## config.mk

```make
export PLATFORM = sky130hd
export DESIGN_NAME = ipv4_lpm_front
export DESIGN_NICKNAME = d
export VERILOG_FILES = /design/src/rtl/ipv4_lpm_pkg.sv /design/src/rtl/ipv4_lpm_front.sv
export SDC_FILE = /design/constraint.sdc
export NUM_CORES = 1
export LEC_CHECK = 0
export BUFFER_PORTS_ARGS = -buffer_cell sky130_fd_sc_hd__buf_2
export CORE_UTILIZATION = 30
export CTS_BUF_LIST = sky130_fd_sc_hd__clkbuf_8
export DETAILED_ROUTE_END_ITERATION = 16
export PLACE_DENSITY = 0.6
export SYNTH_ARGS = -nofsm -noshare
export SYNTH_HDL_FRONTEND = slang
export SYNTH_SLANG_ARGS = --single-unit
```

## constraint.sdc

```tcl
create_clock -name clock -period 3.4 [get_ports clock]
set_input_delay 0.34 -clock clock [delete_from_list [all_inputs] [get_ports clock]]
set_output_delay 0.34 -clock clock [all_outputs]
set_load 0.03 [all_outputs]
```

## src/rtl/ipv4_lpm_pkg.sv

```systemverilog
// ----------------------------------------------------------------------------
// ipv4_lpm_pkg
// Shared types and codes for the IPv4 longest prefix match unit.
// ----------------------------------------------------------------------------
`default_nettype none

package ipv4_lpm_pkg;

   localparam logic FUNC_WRITE  = 1'b0;
   localparam logic FUNC_LOOKUP = 1'b1;

   typedef struct packed {
      logic        func;
      logic [9:0]  entry_index;
      logic [31:0] address;
      logic [31:0] entry_mask;
      logic [31:0] entry_next_hop;
      logic [3:0]  entry_port;
   } ipv4_lpm_req_type;

   typedef struct packed {
      logic        hit;
      logic [31:0] gateway;
      logic [3:0]  out_port;
      logic [9:0]  match_index;
   } ipv4_lpm_rsp_type;

   typedef struct packed {
      logic [31:0] prefix;
      logic [31:0] mask;
      logic [31:0] gateway;
      logic [3:0]  port;
   } ipv4_lpm_entry_type;

endpackage

`default_nettype wire

```

## src/rtl/ipv4_lpm_front.sv

```systemverilog
// ----------------------------------------------------------------------------
// ipv4_lpm_front
// Accepts request items, drops writes aimed beyond the table, and holds the
// rest in a two-entry queue toward the lookup engine.
// ----------------------------------------------------------------------------
`default_nettype none

module ipv4_lpm_front #(
   parameter int TABLE_DEPTH = 1024
) (
   input  wire logic                           clock,
   input  wire logic                           reset,
   input  wire logic                           req_valid,
   output logic                                req_stall,
   input  wire ipv4_lpm_pkg::ipv4_lpm_req_type req_data,
   output logic                                q_valid,
   output ipv4_lpm_pkg::ipv4_lpm_req_type      q_item,
   input  wire logic                           q_pop
);
   import ipv4_lpm_pkg::*;

   ipv4_lpm_req_type q_mem [2];
   logic       wr_ptr_ff, wr_ptr_in;
   logic       rd_ptr_ff, rd_ptr_in;
   logic [1:0] cnt_ff, cnt_in;
   logic       accept;
   logic       keep;
   logic       push;
   logic       pop;

   assign req_stall = (cnt_ff == 2'd2);
   assign accept    = req_valid && !req_stall;
   assign keep      = (req_data.func == FUNC_LOOKUP) ||
                      ({22'd0, req_data.entry_index} < 32'(TABLE_DEPTH));
   assign push      = accept && keep;
   assign pop       = q_pop && (cnt_ff != 2'd0);

   assign q_valid = (cnt_ff != 2'd0);
   assign q_item  = q_mem[rd_ptr_ff];

   always_comb begin
      wr_ptr_in = push ? !wr_ptr_ff : wr_ptr_ff;
      rd_ptr_in = pop ? !rd_ptr_ff : rd_ptr_ff;
      cnt_in    = cnt_ff + 2'(push) - 2'(pop);
   end

   always_ff @(posedge clock) begin
      if (reset) begin
         wr_ptr_ff <= 1'b0;
         rd_ptr_ff <= 1'b0;
         cnt_ff    <= 2'd0;
      end else begin
         wr_ptr_ff <= wr_ptr_in;
         rd_ptr_ff <= rd_ptr_in;
         cnt_ff    <= cnt_in;
      end
   end

   always_ff @(posedge clock) begin
      if (push) begin
         q_mem[wr_ptr_ff] <= req_data;
      end
   end

endmodule

`default_nettype wire

```

==> results of run 1 <==
## metal layers
layer  vias up  share of wire
met1      2246           0.41
met4         0          0.023
met2       177           0.48
met5         -              0
li1       2220              -
met3        36          0.079
## layout by cell type (no fill, tap or decap), types with 2 or more instances in the layout
| cell type | instances |
|---|---|
| buf_12 | 2 |
| buf_2 | 227 |
| buf_4 | 5 |
| bufinv_16 | 3 |
| clkbuf_8 | 41 |
| clkinv_1 | 5 |
| clkinv_2 | 6 |
| dfxtp_1 | 4 |
| dlygate4sd3_1 | 105 |
| edfxtp_1 | 222 |
| ha_1 | 2 |
| inv_1 | 18 |
| mux2_2 | 111 |
| nor2_1 | 3 |
| xnor2_1 | 2 |
## kinds of logic (layout without fill, tap and decap cells)
kind of cell	after synthesis	after routing
AOI/OAI and AO/OA	3	3
xor gates and xnor gates	3	3
adders and majority gates	2	2
buffers and inverters	16	415
DFF	227	227
muxes	111	111
and+or+nand+nor	9	9
## where the power goes
group	leakage, nW	internal, mW	switching (mW)
clock	0.458	1.35	1.05
sequential	2.12	3.48	0.148
combinational	1.85	0.872	1.48
## layout make-up
cell class	instances	area [um^2]
clock buffer	41	564
clock inverter	31	208
fill	2423	15400
inverter	4	18.8
multi-input combinational	128	1370
sequential	227	6770
tap	341	427
timing repair buffer	339	2260
## state kept, by name (all words and copies together) (netlist names), named ones only
signal and flops:
q_mem 222, cnt_ff 2, rd_ptr_ff 1, wr_ptr_ff 1
## how the worst min path moves through the flow
stage	startpoint	to	slack [ns]
detailed placement	wr_ptr_ff$_SDFFE_PP0N_	wr_ptr_ff$_SDFFE_PP0N_	0.48
finish	req_data[44]	q_mem[1][44]$_DFFE_PP_	0.05
global placement	wr_ptr_ff$_SDFFE_PP0N_	wr_ptr_ff$_SDFFE_PP0N_	0.48
floorplan	reset	wr_ptr_ff$_SDFFE_PP0N_	0.41
global route	req_data[86]	q_mem[0][86]$_DFFE_PP_	0.005
CTS	req_data[44]	q_mem[0][44]$_DFFE_PP_	0.001
## metrics by stage
stage / total power [mW] / instances / hold WS, ns / instance area [um^2] / worst slack [ns]
after CTS: 8.51 / 1111 / 0.00127 / 11600 / 0.711
after global placement: 5.94 / 934 / 0.476 / 9800 / 1.29
final: 8.38 / 1111 / 0.0455 / 11600 / 0.791
after global routing: 8.77 / 1111 / 0.00486 / 11600 / 0.635
after floorplan: 5.34 / 371 / 0.409 / 8280 / 0.560
after detailed placement: 5.96 / 934 / 0.485 / 9800 / 1.29
## critical path, stage by stage (launching register included)
cell and delay [ns]:
dfxtp_4 0.76, buf_12 0.34, mux2_2 0.37, buf_2 0.19
==> impl_metrics.yaml, run 1 <==
route:
  num_vias: 4679
  ant_nets: 0
  wl_per_cell_um: 15.6
  avgViaCountPerCell: 4.21
  dr.pass1.iters: 4
  routed_wl_um: 17400
  drt_iter0_drc: 204
  drc: 0
clock_network:
  cts_made_buffers: 40
  root_buffer: "clkbuf_8"
  clkLatencyLatePin_ns: 0.51
  cts.path.max_buffers: 3
  cts.sinks: 227
  htreeDepth: 2
  holdBufCountCts: 105
  cts_setup_buffers: 0
  cts_resized: 0
  cts_tree: "done"
  clk_pin_slew_worst_paths_ns: 0.05
logic_synthesis:
  yosys.area_share.adder: 0.00302
  yosysSeqAreaShare: 0.818
  syn_area_um2: 8270
  syn_inst: 371
  synth_top_area_cell: "edfxtp_1"
  syn-num-nets: 488
  synth_edf_count: 222
  yosysMostFrequentCell: "edfxtp_1"
  synth_mux_area_frac: 0.151
  ys_ff_latch: 227
  synth_compound_area_frac: 0.00212
  yosys-top-cells-count: "edfxtp_1 (222), mux2_2 (111), buf_6 (10)"
  ys_types: 20
  ys.flop_type: "edfxtp_1"
  syn_area_per_cell_um2: 22.3
  yosysTopAreaCellShare: 0.806
  synth.area.top_cells: "edfxtp_1 (81%), mux2_2 (15%), buf_6 (1.4%), dfxtp_1 (1.2%), ha_1 (0.30%)"
  yosys_warnings: 0
  yosys.area_share.simple: 0.00605
  async_reset_ff_frac: 0
  synth_top_family_by_area: "multiplexers"
  synth_xor_xnor_area_share: 0.00318
floorplan:
  start_util: 0.306
  die_y_um: 168
  rows: 60
  chipWidth_um: 168
  core_area_um2: 27000
  io_pins: 228
  die_area_um2: 28200
grt:
  grt_pass1_wl_um: 26500
  antenna_found_initial: 0
  grt_overflow: 0
  met2_usage: 0.207
  use_met1: 0.142
  grt.total_usage: 0.122
  gr-max-usage-layer: "met2"
  grt_pass1_vias: 5048
  grt_util_met3: 0.0442
  grt_max_degree: 57
critical_path:
  reg2reg_to: "q_mem[0][22]$_DFFE_PP_"
  crit_arrival_ns: 2.27
  cp_data_required_time_ns: 3.06
  reg2reg_slack_ns: 1.26
  cp-end-kind: "primary output"
  reg2reg_depth: 5
  cp_max_fo: 51
  endpoint: "q_item[28]"
  critical_path_class: "flop to primary output"
  r2r_start: "cnt_ff[0]$_SDFF_PP0_"
  cp-start-kind: "flop"
placement:
  place.gp.congestion: 0.695
  port_buffers: 227
  hpwlAfterDp_um: 10600
min_path:
  hp-class: "input pin to flop"
  holdPathStages: 1
timing:
  hold_violations: 0
  max_freq_mhz: 383
  skew_ns: 0.0220
  setup_violations: 0
  tightest_slew_ns: 0.829
  rsz0062_at_grt: "no"
  finalCritPeriodShare: 0.767
  max_slew_margin: 0.447
  slew_viol_final: 0
  min_period_ns: 2.61
  finalSetupTns_ns: 0
pwr:
  ir_worst_vdd_uv: 806
  power.leakage_nw: 4.43
  p_per_area_nw_per_um2: 721
cells_and_area:
  drive_gt1_frac: 0.522
  num_antenna_cells: 0
  nNetsFinal: 857
  utilization: 0.430
  syn_to_final_growth_pct: 40.5
run_status:
  outcome: "finished, final reports clean"
flow_run:
  cap_violations: 0
Power figures use the tool's default switching activity.
==> run 2: changes to the inputs <==
- ABC_AREA: unset -> 1
- PLACE_DENSITY: 0.6 -> 0.59
- clock period: 3.4 -> 2.3 ns (I/O delays scaled with it)
==> impl_metrics.yaml, run 2 <==
cells_and_area:
  drive_gt1_frac: 0.516
  largest_reg_flops: 222
  layout_commonest_cell: "buf_2"
  num_antenna_cells: 0
  seqCellArea_um2: 6770
  syn_to_final_growth_pct: 43.2
  top_regs: "q_mem (222), cnt_ff (2)"
  final_cell_mix: "buf_2 (227), edfxtp_1 (222), dlygate4sd3_1 (114)"
  nNetsFinal: 883
  num-fill-cells: 2428
  final_cells: 1133
  largest-register: "q_mem"
  multi_input_area_um2: 1390
critical_path:
  crit_arrival_ns: 1.95
  cp_top_family: "flip-flops"
  cp_data_required_time_ns: 2.07
  slowest_stage: "dfxtp_4"
  cp-start-kind: "flop"
  critical_path_class: "flop to primary output"
  path_cells: "buf_12, mux2_2, buf_2"
  cp_max_fo: 30
  cp-end-kind: "primary output"
  critPathMaxStageDelay_ns: 0.57
  crit_buf_inv: 2
pwr:
  p_seq_frac: 0.426
  swShare: 0.320
  p_sw_mw: 4.07
  internal_power_mw: 8.64
  p_per_area_nw_per_um2: 1070
  power.leakage_nw: 4.53
  p_comb_frac: 0.295
  p_clk_frac: 0.280
  ir_worst_vdd_uv: 569
logic_synthesis:
  yosysTopAreaCellShare: 0.804
  ys_types: 11
  synth.area.top_cells: "edfxtp_1 (80%), mux2_2 (15%), buf_6 (1.4%), dfxtp_1 (1.2%), inv_1 (0.41%)"
  async_reset_ff_frac: 0
  ys.flop_type: "edfxtp_1"
  syn_area_um2: 8290
  syn-num-nets: 500
  syn_inst: 383
  ys_ff_latch: 227
  synth_edf_count: 222
  syn_area_per_cell_um2: 21.6
  yosys_warnings: 0
  yosysSeqAreaShare: 0.817
  synth_top_area_cell: "edfxtp_1"
  yosysMostFrequentCell: "edfxtp_1"
  yosys-top-cells-count: "edfxtp_1 (222), mux2_2 (111), buf_6 (10)"
timing:
  skew_ns: 0.0170
  whs_ns: 0.431
  rsz0062_at_grt: "no"
  tightest_slew_ns: 0.472
  max_freq_mhz: 459
  max_slew_margin: 0.685
  hold_violations: 0
  min_period_ns: 2.18
  finalCritPeriodShare: 0.948
  slew_viol_final: 0
  setup_violations: 0
grt:
  grt_pass1_wl_um: 26400
  grt_max_degree: 52
  grt_overflow: 0
  grt.total_usage: 0.120
  grt_pass1_vias: 5192
  antenna_found_initial: 0
floorplan:
  io_pins: 228
  rows: 60
  core_area_um2: 27000
  chipWidth_um: 168
  start_util: 0.307
  die_y_um: 168
  die_area_um2: 28300
min_path:
  hp-class: "input pin to flop"
clock_network:
  clkLatencyLatePin_ns: 0.51
  cts_made_buffers: 40
  clk_pin_slew_worst_paths_ns: 0.06
  cts_resized: 0
  cts_tree: "done"
  root_buffer: "clkbuf_8"
  cts_setup_buffers: 0
  htreeDepth: 2
  cts.sinks: 227
  cts.path.max_buffers: 3
run_status:
  outcome: "finished, final reports clean"
route:
  ant_nets: 0
  dr.pass1.iters: 4
  avgViaCountPerCell: 4.27
  drc: 0
  drt_iter0_drc: 237
  routed_wl_um: 17300
  num_vias: 4834
  wl_per_cell_um: 15.3
placement:
  place.gp.congestion: 0.693
  hpwlAfterDp_um: 10700
  dp_cells: 951
  port_buffers: 227
flow_run:
  cap_violations: 0
[run 2: cell types whose count changed in the layout (fill, tap and decap cells not counted), sizes merged, moves of 2 or more]
cell / before / now
clkinv: 12 / 10
buf: 234 / 239
xnor2: 2 / 0
nand2: 1 / 8
dlygate4sd3: 105 / 114
nand3: 0 / 3
inv: 19 / 21
nor2: 3 / 9
[run 2: final timing paths]
check	cells after the start	to	startpoint	slack, ns
max	3	q_item[46]	flop	0.12
min	3	cnt_ff[0]$_SDFF_PP0_	reset	0.43
max reg2reg	5	q_mem[1][62]$_DFFE_PP_	cnt_ff[0]$_SDFF_PP0_	0.63
min reg2reg	2	rd_ptr_ff$_SDFFE_PP0P_	rd_ptr_ff$_SDFFE_PP0P_	0.51
[run 2: stage by stage]
stage	total power, mW	util	setup WS [ns]	setup TNS, ns	area (um^2)
after floorplan	8.05	-	-0.278	-57.49	8320
after global placement	9.12	0.369	0.634	0	9960
after detailed placement	9.14	0.369	0.625	0	9960
after CTS	12.9	0.439	0.0504	0	11900
after global routing	13.3	0.439	0.0280	0	11900
final	12.7	0.439	0.120	0	11900
[run 2: repair_timing]
action	in CTS	in global routing
hold buffers	114	0
endpoints found under the hold margin	227	0
endpoints found under the setup margin	0	0
[run 2: routing by layer]
metal,GRT usage,up-vias,part of all wire
met3,0.0454,35,0.078
met2,0.208,164,0.49
met5,0,-,0
li1,-,2272,-
met4,0.0435,0,0.022
met1,0.135,2363,0.41
[run 2: worst min-delay path, cell delays in order]
cell and delay (ns):
dlygate4sd3_1 0.53, buf_2 0.11, nor2_1 0.04
[run 2: logic make-up (layout without fill, tap and decap cells)]
family          count (synthesis)  count (layout)  share of synthesized area
fa+ha+maj                       2               2                    0.00302
simple gates                   20              20                    0.00951
compound gates                  2               2                    0.00121
flops                         227             227                      0.817
buf+inv                        21             430                     0.0189
mux                           111             111                      0.151
[run 2: power groups by stage]
stage               Sequential [mW]  Clock (mW)  Combinational (mW)
global route                   5.47        3.88                3.97
global placement               5.48           0                3.64
CTS                            5.42        3.71                3.81
finish                         5.41        3.56                3.75
detailed placement             5.50           0                3.64
floorplan                      5.44           0                2.60
[run 2: area by class of cell]
| cell class | count | share of cell area |
|---|---|---|
| Tap cell | 341 | 0.0360 |
| Timing Repair Buffer | 353 | 0.209 |
| Multi-Input combinational cell | 135 | 0.117 |
| Sequential cell | 227 | 0.571 |
| Inverter | 9 | 0.00316 |
| Clock buffer | 42 | 0.0487 |
| Clock inverter | 26 | 0.0157 |
==> run 3: changes to the inputs <==
--- a/config.mk
+++ b/config.mk
@@ -6,10 +6,9 @@
 export NUM_CORES = 1
 export LEC_CHECK = 0
-export ABC_AREA = 1
-export BUFFER_PORTS_ARGS = -buffer_cell sky130_fd_sc_hd__buf_2
+export BUFFER_PORTS_ARGS = -buffer_cell sky130_fd_sc_hd__buf_4
 export CORE_UTILIZATION = 30
 export CTS_BUF_LIST = sky130_fd_sc_hd__clkbuf_8
 export DETAILED_ROUTE_END_ITERATION = 16
-export PLACE_DENSITY = 0.59
+export PLACE_DENSITY = 0.6
 export SYNTH_ARGS = -nofsm -noshare
 export SYNTH_HDL_FRONTEND = slang
==> constraint.sdc (replaced) <==
create_clock -name clock -period 2.3 [get_ports clock]
set_input_delay 0.23 -clock clock [delete_from_list [all_inputs] [get_ports clock]]
set_output_delay 0.23 -clock clock [all_outputs]
set_load 0.1 [all_outputs]
==> impl_metrics.yaml, run 3 (synthesized netlist as in run 1, its figures left out) <==
run_status:
  outcome: "finished, final reports clean"
clock_network:
  cts_tree: "done"
  clkLatencyLatePin_ns: 0.54
  htreeDepth: 2
  cts.path.max_buffers: 3
  clk_pin_slew_worst_paths_ns: 0.06
  cts_made_buffers: 41
  root_buffer: "clkbuf_8"
  cts.sinks: 227
floorplan:
  start_util: 0.306
  chipWidth_um: 168
  io_pins: 228
  rows: 60
  core_area_um2: 27000
  die_y_um: 168
  die_area_um2: 28200
timing:
  max_freq_mhz: 460
  min_period_ns: 2.18
  skew_ns: 0.0250
  tightest_slew_ns: 0.363
  setup_violations: 0
  hold_violations: 0
  rsz0062_at_grt: "no"
  finalCritPeriodShare: 0.946
  slew_viol_final: 0
  finalSetupTns_ns: 0
  max_slew_margin: 0.758
min_path:
  min_from: "req_valid"
  worstHoldEndpoint: "wr_ptr_ff$_SDFFE_PP0N_"
  hp-class: "input pin to flop"
  holdPathStages: 4
route:
  routed_wl_um: 17600
  drc: 0
  num_vias: 4773
  avgViaCountPerCell: 4.28
  drt_iter0_drc: 165
  ant_nets: 0
  dr.pass1.iters: 4
  wl_per_cell_um: 15.8
pwr:
  power.leakage_nw: 4.62
  p_per_area_nw_per_um2: 1290
  finalPower_mw: 15.9
  ir_worst_vdd_uv: 957
grt:
  grt_overflow: 0
  grt.total_usage: 0.124
  grt_pass1_vias: 5404
  antenna_found_initial: 0
  grt_max_degree: 63
  grt_pass1_wl_um: 27300
placement:
  hpwlAfterDp_um: 10800
  dp_cells: 933
  place.gp.congestion: 0.716
  port_buffers: 227
critical_path:
  crit_arrival_ns: 1.95
  reg2reg_depth: 5
  cp-start-kind: "flop"
  r2r_start: "cnt_ff[0]$_SDFF_PP0_"
  cp_max_fo: 49
  critical_path_class: "flop to primary output"
  reg2reg_to: "q_mem[0][34]$_DFFE_PP_"
  cp-end-kind: "primary output"
  reg2reg_slack_ns: 0.52
  cp_data_required_time_ns: 2.07
cells_and_area:
  largest_reg_flops: 222
  nNetsFinal: 865
  syn_to_final_growth_pct: 49.0
  layout_commonest_cell: "buf_4"
  num_antenna_cells: 0
  drive_gt1_frac: 0.526
  final_cell_mix: "buf_4 (228), edfxtp_1 (222), dlygate4sd3_1 (112)"
  top_regs: "q_mem (222), cnt_ff (2)"
  largest-register: "q_mem"
  final_cells: 1115
flow_run:
  cap_violations: 0
-- run 3: cell types whose count changed in the layout (fill, tap and decap cells not counted), moves of 3 or more --
cell,delta
buf_12,-4
buf_2,-227
buf_4,+225
clkinv_1,+3
clkinvlp_4,+3
inv_1,-10
nand2_1,-5
nor2_1,-5
-- run 3: timing repair --
action,in CTS,in global routing
buffers inserted,1,0
hold endpoints to repair,227,0
hold buffers,112,0
gates resized for setup,1,0
setup endpoints to repair,17,0
-- run 3: area by class of cell --
class,instances,area [um^2]
Clock buffer,43,592
Clock inverter,26,158
Fill cell,2370,14700
Inverter,4,31.3
Multi-Input combinational cell,128,1380
Sequential cell,227,6770
Tap cell,341,427
Timing Repair Buffer,346,2960
-- run 3: how the worst max path moves through the flow --
stage | endpoint | from | slack [ns] | depth (start not counted)
global placement | q_mem[0][65]$_DFFE_PP_ | cnt_ff[0]$_SDFF_PP0_ | 0.57 | 5
CTS | q_item[100] | flop | 0.08 | 3
global route | q_item[69] | flop | 0.03 | 3
detailed placement | q_mem[0][65]$_DFFE_PP_ | cnt_ff[0]$_SDFF_PP0_ | 0.53 | 5
floorplan | q_mem[0][0]$_DFFE_PP_ | cnt_ff[0]$_SDFF_PP0_ | -0.48 | 4
finish | q_item[69] | flop | 0.12 | 3
-- run 3: metal layers --
metal	share of wire	GRT usage
met4	0.022	0.0470
met2	0.51	0.226
met3	0.076	0.0407
met1	0.39	0.132
met5	0	0
-- run 3: critical path, cell delays in order, from the launching register on --
cell and delay (ns):
dfxtp_4 0.47, buf_16 0.26, mux2_2 0.39, buf_4 0.24
-- run 3: where the power goes --
| group | leakage, nW | total (mW) | internal, mW | switching (mW) |
|---|---|---|---|---|
| clock network | 0.404 | 3.44 | 1.85 | 1.59 |
| logic | 2.10 | 7.20 | 1.75 | 5.45 |
| registers | 2.12 | 5.29 | 5.14 | 0.149 |
-- run 3: stage by stage --
step           instance area (um^2)  hold slack, ns   util  setup slack [ns]
3_5_place_dp                  10400           0.418  0.386             0.528
3_3_place_gp                  10400           0.415  0.386             0.566
4_1_cts                       12300          0.0740  0.456            0.0819
5_1_grt                       12300           0.128  0.456            0.0279
2_1_floorplan                  8300           0.294      -            -0.477
6_report                      12300           0.113  0.456             0.124
